`src/rtl/lags_pkg.sv`:
```
// Shared types and constants for the bounded Life grid block.
// No dependencies; every other file imports this package.
package lags_pkg;

  // Payload widths fixed by the channel definitions
  localparam int REQ_W     = 2;
  localparam int COORD_W   = 6;
  localparam int CFG_W     = 7;
  localparam int CFG_IDX_W = 2;
  // Width for size compares; covers every supported grid dimension (up to 511)
  localparam int CMP_W     = 9;

  // Request codes
  localparam logic [REQ_W-1:0] REQ_TOGGLE  = 2'd0;
  localparam logic [REQ_W-1:0] REQ_ADVANCE = 2'd1;
  localparam logic [REQ_W-1:0] REQ_READ    = 2'd2;

  // Configuration register indexes
  localparam logic [CFG_IDX_W-1:0] REG_GRID_WIDTH  = 2'd0;
  localparam logic [CFG_IDX_W-1:0] REG_GRID_HEIGHT = 2'd1;
  localparam logic [CFG_W-1:0]     CFG_SIZE_RESET  = 7'd64;
  localparam logic [CFG_W-1:0]     CFG_SIZE_MIN    = 7'd2;

  // B3/S23 neighbor counts
  localparam logic [3:0] BIRTH_COUNT = 4'd3;
  localparam logic [3:0] KEEP_COUNT  = 4'd2;

  typedef enum logic [2:0] {
    ST_IDLE,
    ST_CELL_RD,
    ST_CELL_RES,
    ST_ADV_START,
    ST_ADV_FIRST,
    ST_ADV_ROW
  } lags_state_t;

  // Controller to datapath
  typedef struct packed {
    logic in_ready;  // controller can take a request
    logic rd_cell;   // read the row holding the addressed cell
    logic rd_row;    // read the next row of the sweep
    logic take_cur;  // first row of the sweep arrives
    logic step_row;  // write one new row and shift the window
    logic finish;    // load the result, commit a toggle
  } lags_cmd_t;

  // Datapath to controller
  typedef struct packed {
    logic in_valid;  // a request is offered
    logic in_adv;    // offered request is an advance
    logic wr_last;   // sweep is on the last active row
    logic out_free;  // result register can take a value
  } lags_sts_t;

endpackage

```
`src/rtl/lags_ctrl.sv`:
```
// Sequencer for requests: cell access and the row-by-row advance sweep.
// Depends on lags_pkg for the state, command and status types.
module lags_ctrl import lags_pkg::*; (
  input  logic        clk,
  input  logic        rst,
  input  lags_sts_t   sts,
  output lags_cmd_t   cmd
);

  lags_state_t state, state_next;

  // State register
  always_ff @(posedge clk) begin
    if (rst) begin
      state <= ST_IDLE;
    end else begin
      state <= state_next;
    end
  end

  // Next state and commands
  always_comb begin
    state_next = state;
    cmd        = '0;
    case (state)
      ST_IDLE: begin
        cmd.in_ready = 1'b1;
        if (sts.in_valid) begin
          state_next = sts.in_adv ? ST_ADV_START : ST_CELL_RD;
        end
      end
      ST_CELL_RD: begin
        cmd.rd_cell = 1'b1;
        state_next  = ST_CELL_RES;
      end
      ST_CELL_RES: begin
        // hold read data until the result register frees up
        if (sts.out_free) begin
          cmd.finish = 1'b1;
          state_next = ST_IDLE;
        end
      end
      ST_ADV_START: begin
        cmd.rd_row = 1'b1;
        state_next = ST_ADV_FIRST;
      end
      ST_ADV_FIRST: begin
        cmd.take_cur = 1'b1;
        cmd.rd_row   = 1'b1;
        state_next   = ST_ADV_ROW;
      end
      ST_ADV_ROW: begin
        cmd.step_row = 1'b1;
        cmd.rd_row   = 1'b1;
        if (sts.wr_last) begin
          state_next = ST_CELL_RD;
        end
      end
      default: begin
        state_next = ST_IDLE;
      end
    endcase
  end

endmodule

```
`config.mk`:
```
export PLATFORM = sky130hd
export DESIGN_NAME = lags_ctrl
export DESIGN_NICKNAME = d
export VERILOG_FILES = /design/src/rtl/lags_pkg.sv /design/src/rtl/lags_ctrl.sv
export SDC_FILE = /design/constraint.sdc
export NUM_CORES = 1
export LEC_CHECK = 0
export ABC_AREA = 1
export BUFFER_PORTS_ARGS = -buffer_cell sky130_fd_sc_hd__clkbuf_2
export CORE_AREA = 2 2 39 41
export DETAILED_ROUTE_END_ITERATION = 6
export DIE_AREA = 0 0 41 43
export RECOVER_POWER = 25
export SYNTH_ARGS = -nofsm -noshare
export SYNTH_HDL_FRONTEND = slang
export SYNTH_SLANG_ARGS = --single-unit
```
`constraint.sdc`:
```
create_clock -name clk -period 1.2 [get_ports clk]
set_clock_uncertainty 0.15 [all_clocks]
set_input_delay 0.12 -clock clk [delete_from_list [all_inputs] [get_ports clk]]
set_output_delay 0.12 -clock clk [all_outputs]
set_load 0.01 [all_outputs]
```
### Yosys cells after proc, flatten, opt, wreduce, memory -nomap -nowiden

Cells that the tools add are included.

| storage, ports and cells | value |
|---|---|
| register bits after elaboration | 3 |
| latch bits | 0 |
| bits in writable memories | 0 |
| memory bits (read-only) | 0 |
| input bits | 6 |
| output and inout bits | 6 |
| word-level logic and storage cells | 24 |
| memories | 0 |

| operators by class | value |
|---|---|
| add/subtract/negate cells | 0 |
| multipliers | 0 |
| div/mod/pow operators | 0 |
| magnitude comparators | 0 |
| equality and inequality tests | 8 |
| shift-type cells | 0 |
| mux-type cells | 12 |
| bitwise logic cells | 0 |
| reductions and logical operators | 3 |

Operators with widths:

| kind | number |
|---|---|
| $pmux 3 s6 | 1 |
| $mux 3 | 3 |
| $mux 1 | 7 |
| $eq 3x2->1 const B | 2 |
| $eq 3x3->1 const B | 2 |
| $ne 2x2->1 const B | 3 |
| $eq 3x1->1 const B | 1 |
| $logic_not 3->1 | 1 |
| $reduce_and 3->1 | 1 |
| $reduce_or 3->1 | 1 |
| $mux 2 | 1 |

### Depth between registers and ports, before layout

Gate-level depths: netlist of the first run.

| logic depth | value |
|---|---|
| depth in word-level cells | 3 |
| mapped depth | 6 |
| gate-level depth less buffers | 5 |

### Worst setup path before layout of the first run

OpenSTA, ideal clock, no wires.

| timing path | value |
|---|---|
| path kind | flip-flop to output port |
| from | register state[1] |
| to | output port cmd[0] in the netlist's numbering |
| data arrival time | 0.882 ns |
| data required time | 0.930 ns |
| path slack | 0.048 ns |
| stages on the path, launching flop included | 3 |
| path buffers | 0 |
| cells stage by stage | dfxtp_1 inv_2 nor4_1 |

RTL lines:

| element | line | source |
|---|---|---|
| start, declared | lags_ctrl.sv:10 | `lags_state_t state, state_next;` |
| start signal, assigned | lags_ctrl.sv:17 | `state <= state_next;` |
| end, declared | lags_ctrl.sv:7 | `output lags_cmd_t cmd` |

==> qor.yml, run 1 <==
status:
  status: "complete, but fails checks"
  violations: "negative setup slack"
critical_path:
  start_kind: "register"
  worst_path_dominant_cell_family: "flip-flops"
  critPathKind: "reg -> out"
  path_depth: 2
  worstPathArrival_ns: 1.01
  path_max_fanout: 5
  worst-path-buf-inv: 1
  required_ns: 0.93
  endpoint_kind: "primary output"
  path_cells: "nor4_4 -> buf_2"
  r2r_cells: 7
  crit_path_max_incr_delay_ns: 0.37
  crit_slowest_cell: "dfxtp_4"
clock_tree:
  cts_tree: "built"
  cts_root_buf: "clkbuf_4"
  clkLatencyLatePin_ns: 0.23
  clock_path_buffers: 2
  cts.htree.levels: 1
  cts.sinks: 3
  numCtsBuffers: 3
  clk_pin_slew_worst_paths_ns: 0.04
cells_and_area:
  antennaDiodeCount: 0
  fin_nets: 65
  drive_above_1_share_pct: 62.1
  regMostFlops: "state"
  largest_reg_flops: 3
  n_fill_cell: 158
  areaGrowthSynthToFinish_pct: 81.5
  reg_top3: "state: 3 flops"
pwr:
  p_leak_uw: 0.000240
  power_density_nw_per_um2: 2470
  vdd_ir_drop_max_mv: 0.631
synthesis:
  synth_fa_ha_area_share_pct: 0
  synthXorXnorAreaFrac_pct: 0
  ys.flop_type: "dfxtp_1"
  yosysUniqueCellTypes: 14
  ys_seq_area_share_pct: 24.0
  netlist_top_cells_count: "inv_1 (8), nor2_1 (6), nand3_1 (5)"
  syn_avg_cell_area_um2: 6.59
  synth_top_family_by_area: "simple AND/OR/NAND/NOR gates"
  ys_warn_count: 0
  synth_simple_gate_area_share_pct: 49.0
  synthCells: 38
  synth_nets: 44
  synth_compound_area_share_pct: 6.00
  synth_seq_cells: 3
  yosysTopAreaCellShare_pct: 24.0
  yosys.area.top_type: "dfxtp_1"
  synth_enable_flop_cells: 0
  synth_mux_area_share_pct: 0
  netlist_area_um2: 250
  yosys.cell_count.top_type: "inv_1"
  async_reset_ff_share_pct: 0
  synth_area_leaders: "dfxtp_1 (24%), inv_1 (12%), nand3_1 (10%)"
global_routing:
  grt_start_max_net_pins: 9
  gr-usage-all-layers_pct: 8.42
  grt_pass1_vias: 246
  antenna_found_initial: 0
  grt_first_pass_wirelength_um: 938
  grt-ovfl-total: 0
floorplanning:
  die-area_um2: 1760
  die-width_um: 41
  ios: 12
  core_um2: 1380
  start_util_pct: 18.1
  die_h_um: 43
  core.rowCount: 14
timing:
  setup_viol: 8
  worst_slack_ns: -0.0846
  holdWs_ns: 0.0809
  rsz0062_at_grt: "true"
  max_slew_margin_pct: 86.9
  slew_viol_final: 0
  tightest_slew_ns: 0.195
  fmax_ghz: 0.778
  layout_worst_path_cycle_share_pct: 107
  finalHoldViolCount: 0
  fin_crit_ns: 1.28
  tns_ns: -0.327
detailed_routing:
  routed_wl_um: 646
  wl_met2_um: 373
  dr_wl_met3_um: 23
  dr.first_iter.drc_count: 1
  drtAntennaViolNets: 0
  drc: 0
  viasPerCell: 3.95
  dr_total_vias: 292
  drt-met1-wl_um: 249
  top_layer: "met3"
  first_pass_iters: 2
  wl_per_cell_um: 8.73
worst_hold_path:
  holdPathStages: 5
  min_path_type: "in -> reg"
flow_run:
  maxCapViolations: 0
place:
  portBuffers: 11
  hpwl_um: 457
  globalplace.congestion: 0.688
area by class of cell:
type	count	area, um^2	area share, %
Clock buffer	4	26.3	5.79
Tap cell	16	20.0	4.41
Sequential cell	3	71.3	15.7
Multi-Input combinational cell	23	168	36.9
Timing Repair Buffer	17	123	27.0
Inverter	11	46.3	10.2
final timing paths:
check                                 to  startpoint  slack, ns
worst max-delay path              cmd[0]    state[2]      -0.08
worst min-delay path            state[1]      sts[2]       0.08
worst max register to register  state[0]    state[1]      -0.02
worst min register to register  state[2]    state[1]       0.43
per-layer routing:
| metal | GRT usage [%] | vias up |
|---|---|---|
| met3 | 3.14 | 0 |
| met4 | 8.00 | 0 |
| met2 | 12.2 | 5 |
| met5 | 0 | - |
| li1 | - | 156 |
| met1 | 8.63 | 131 |
worst reg2reg max path, cell delays in order (launching register included):
cell and delay (ns):
dfxtp_4 0.35, buf_6 0.12, nor2_4 0.10, buf_4 0.12, nand3_4 0.07, nand3_2 0.09
nor2_1 0.05, nor2_1 0.10
through the flow:
step / area (um^2) / utilization [%] / cells / setup slack [ns] / power, uW
floorplan: 250 / - / 38 / 0.0478 / 561
global placement: 329 / 23.8 / 66 / 0.0535 / 682
detailed placement: 329 / 23.8 / 66 / 0.0274 / 688
CTS: 407 / 29.4 / 73 / -0.119 / 985
global route: 454 / 32.8 / 74 / -0.131 / 1220
finish: 454 / 32.8 / 74 / -0.0846 / 1120
cells in the final DEF, fill, tap and decap left out:
cell	synthesis	routed
a31oi_1	1	1
clkbuf_2	0	7
nand2_4	0	1
inv_4	0	2
buf_6	1	4
clkbuf_1	0	1
clkbuf_4	0	3
nor2_1	6	5
nand4_1	1	1
nand3_1	5	4
inv_2	3	2
nand3_4	0	1
nand2_2	2	1
o21ai_2	1	1
dlygate4sd3_1	0	1
nand3_2	2	2
nand2_1	2	2
inv_1	8	7
buf_2	0	2
dfxtp_4	0	3
nor4_4	0	1
nor2_2	0	2
buf_4	0	3
nor2_4	2	1
kinds of logic (layout without fill, tap and decap cells):
family	count (synthesis)	after routing
and+or+nand+nor	21	21
buffers and inverters	12	32
DFF	3	3
AOI/OAI and AO/OA	2	2
power breakdown:
group / switching [uW] / total [uW] / internal [uW]
Combinational: 329 / 689 / 361
Clock: 50.1 / 175 / 124
Sequential: 94.6 / 256 / 162
repair_timing:
item | in CTS | in global routing
setup buffers | 2 | 1
endpoints found under the hold margin | 1 | 0
pin swaps | 3 | 4
setup endpoints to repair | 6 | 8
gates resized for setup | 9 | 14
hold buffers | 1 | 0
(Power assumes the default switching activity.)
==> run 2: changes to the inputs <==
--- a/config.mk
+++ b/config.mk
@@ -10,7 +10,6 @@
 export CORE_AREA = 2 2 39 41
 export DETAILED_ROUTE_END_ITERATION = 6
 export DIE_AREA = 0 0 41 43
-export RECOVER_POWER = 25
 export SYNTH_ARGS = -nofsm -noshare
 export SYNTH_HDL_FRONTEND = slang
 export SYNTH_SLANG_ARGS = --single-unit
==> run 2 against run 1 <==
Net effect:
- the run still ends with negative setup slack left
- wire length is 0.31% lower
- hold slack is the same
- critical path depth unchanged
- critical endpoint unchanged
- highest routed layer unchanged
==> qor.yml, run 2 (synthesis gave the netlist of run 1 again) <==
detailed_routing:
  dr_total_vias: 292  # unchanged
  viasPerCell: 3.95  # unchanged
  routed_wl_um: 644  # -0.31%
  wl_per_cell_um: 8.70  # -0.31%
  drtAntennaViolNets: 0  # unchanged
  drc: 0  # unchanged
  dr.first_iter.drc_count: 1  # unchanged
  first_pass_iters: 2  # unchanged
clock_tree:
  cts_root_buf: "clkbuf_4"
  clk_pin_slew_worst_paths_ns: 0.04  # about the same
  cts.sinks: 3  # unchanged
  clock_path_buffers: 2  # unchanged
  cts.htree.levels: 1  # unchanged
  numCtsBuffers: 3  # unchanged
  clkLatencyLatePin_ns: 0.23  # about the same
  cts_tree: "built"
pwr:
  p_leak_uw: 0.000240  # +0.14%
  pwr-share-clk_pct: 15.5  # about the same
  power_uw: 1130  # +0.84%
  power_density_nw_per_um2: 2460  # -0.25%
  power_frac_seq_pct: 22.7  # -0.2 points
  swShare_pct: 42.6  # +0.29 points
  netSwitchingPower_uw: 481  # +1.5%
  p_comb_share_pct: 61.9  # +0.3 points
  intPower_uw: 649  # +0.34%
  vdd_ir_drop_max_mv: 0.645  # +2.2%
floorplanning:
  die_h_um: 43  # unchanged
  core_um2: 1380  # unchanged
  die-area_um2: 1760  # unchanged
  start_util_pct: 18.1  # unchanged
  die-width_um: 41  # unchanged
  ios: 12  # unchanged
  core.rowCount: 14  # unchanged
critical_path:
  critPathKind: "reg -> out"
  crit_path_max_incr_delay_ns: 0.37  # about the same
  endpoint_kind: "primary output"
  worst_path_dominant_cell_family: "flip-flops"
  path_max_fanout: 5  # unchanged
  path_cells: "nor4_4 -> buf_2"
  start_kind: "register"
  required_ns: 0.93  # about the same
  worst-path-buf-inv: 1  # unchanged
  crit_slowest_cell: "dfxtp_4"
  worstPathArrival_ns: 1.01  # about the same
cells_and_area:
  final_cell_mix: "inv_1 (7), clkbuf_2 (7), nor2_1 (5)"
  largest_reg_flops: 3  # unchanged
  fin_nets: 65  # unchanged
  reg_top3: "state: 3 flops"
  final_core_util_pct: 33.2  # +0.36 points
  areaGrowthSynthToFinish_pct: 83.5
  regMostFlops: "state"
  drive_above_1_share_pct: 62.1  # unchanged
  antennaDiodeCount: 0  # unchanged
worst_hold_path:
  min_path_type: "in -> reg"
global_routing:
  antenna_found_initial: 0  # unchanged
  grt_pass1_vias: 246  # unchanged
  gr-usage-all-layers_pct: 8.42  # unchanged
  grt-ovfl-total: 0  # unchanged
  grt_start_max_net_pins: 9  # unchanged
  grt_first_pass_wirelength_um: 938  # unchanged
timing:
  setup_viol: 8  # unchanged
  tightest_slew_ns: 0.194  # -0.000119 ns
  holdWs_ns: 0.0809  # unchanged
  rsz0062_at_grt: "true"
  finalHoldViolCount: 0  # unchanged
  max_slew_margin_pct: 86.9  # about the same
  fin_crit_ns: 1.28  # -0.000130 ns
  layout_worst_path_cycle_share_pct: 107  # about the same
  fmax_ghz: 0.779  # about the same
  slew_viol_final: 0  # unchanged
  worst_slack_ns: -0.0845  # +0.000130 ns
flow_run:
  maxCapViolations: 0  # unchanged
place:
  hpwl_um: 457  # unchanged
  pre_cts_ws_ns: 0.0274  # unchanged
  portBuffers: 11  # unchanged
  globalplace.congestion: 0.688  # unchanged
status:
  status: "complete, but fails checks"
  violations: "negative setup slack"
-- run 2: final timing paths --
path	start	to	slack (ns)	cells after the start
setup / recovery	state[2]	cmd[0]	-0.08	2
hold / removal	sts[2]	state[1]	0.08	5
setup reg to reg	state[1]	state[0]	-0.02	7
hold reg to reg	state[1]	state[2]	0.43	2
-- run 2: metrics by stage --
step | instance area [um^2] | instances | setup TNS, ns
after floorplan | 250 | 38 | 0
after global placement | 329 | 66 | 0
after detailed placement | 329 | 66 | 0
after CTS | 407 | 73 | -0.421
after global routing | 459 | 74 | -0.772
final | 459 | 74 | -0.296
-- run 2: worst min-delay path, cell delays in order --
cell      delay (ns)
clkbuf_2        0.08
inv_1           0.05
o21ai_2         0.06
nor2_2          0.07
nor2_1          0.04
-- run 2: power groups by stage --
stage / clock, uW / combinational (uW) / sequential, uW
6_report: 175 / 699 / 256
3_3_place_gp: 0 / 480 / 202
3_5_place_dp: 0 / 483 / 205
4_1_cts: 183 / 563 / 238
2_1_floorplan: 0 / 386 / 175
5_1_grt: 202 / 765 / 266
-- run 2: layer usage --
layer	GRT usage, %	routed length (um)	vias up
met4	8.00	0	0
met5	0	0	-
met2	12.2	373	5
met1	8.63	246	131
li1	-	-	156
met3	3.14	23	0
-- run 2: final cells by class --
class / count / area [um^2]
Tap cell: 16 / 20.0
Clock buffer: 4 / 26.3
Timing Repair Buffer: 17 / 123
Inverter: 11 / 46.3
Sequential cell: 3 / 71.3
Fill cell: 157 / 925
Multi-Input combinational cell: 23 / 173
-- run 2: repair_timing --
action	CTS	global route
endpoints found under the hold margin	1	0
hold buffers	1	0
setup endpoints to repair	6	8
gates resized for setup	9	14
buffers inserted	2	1
pin swaps	3	4
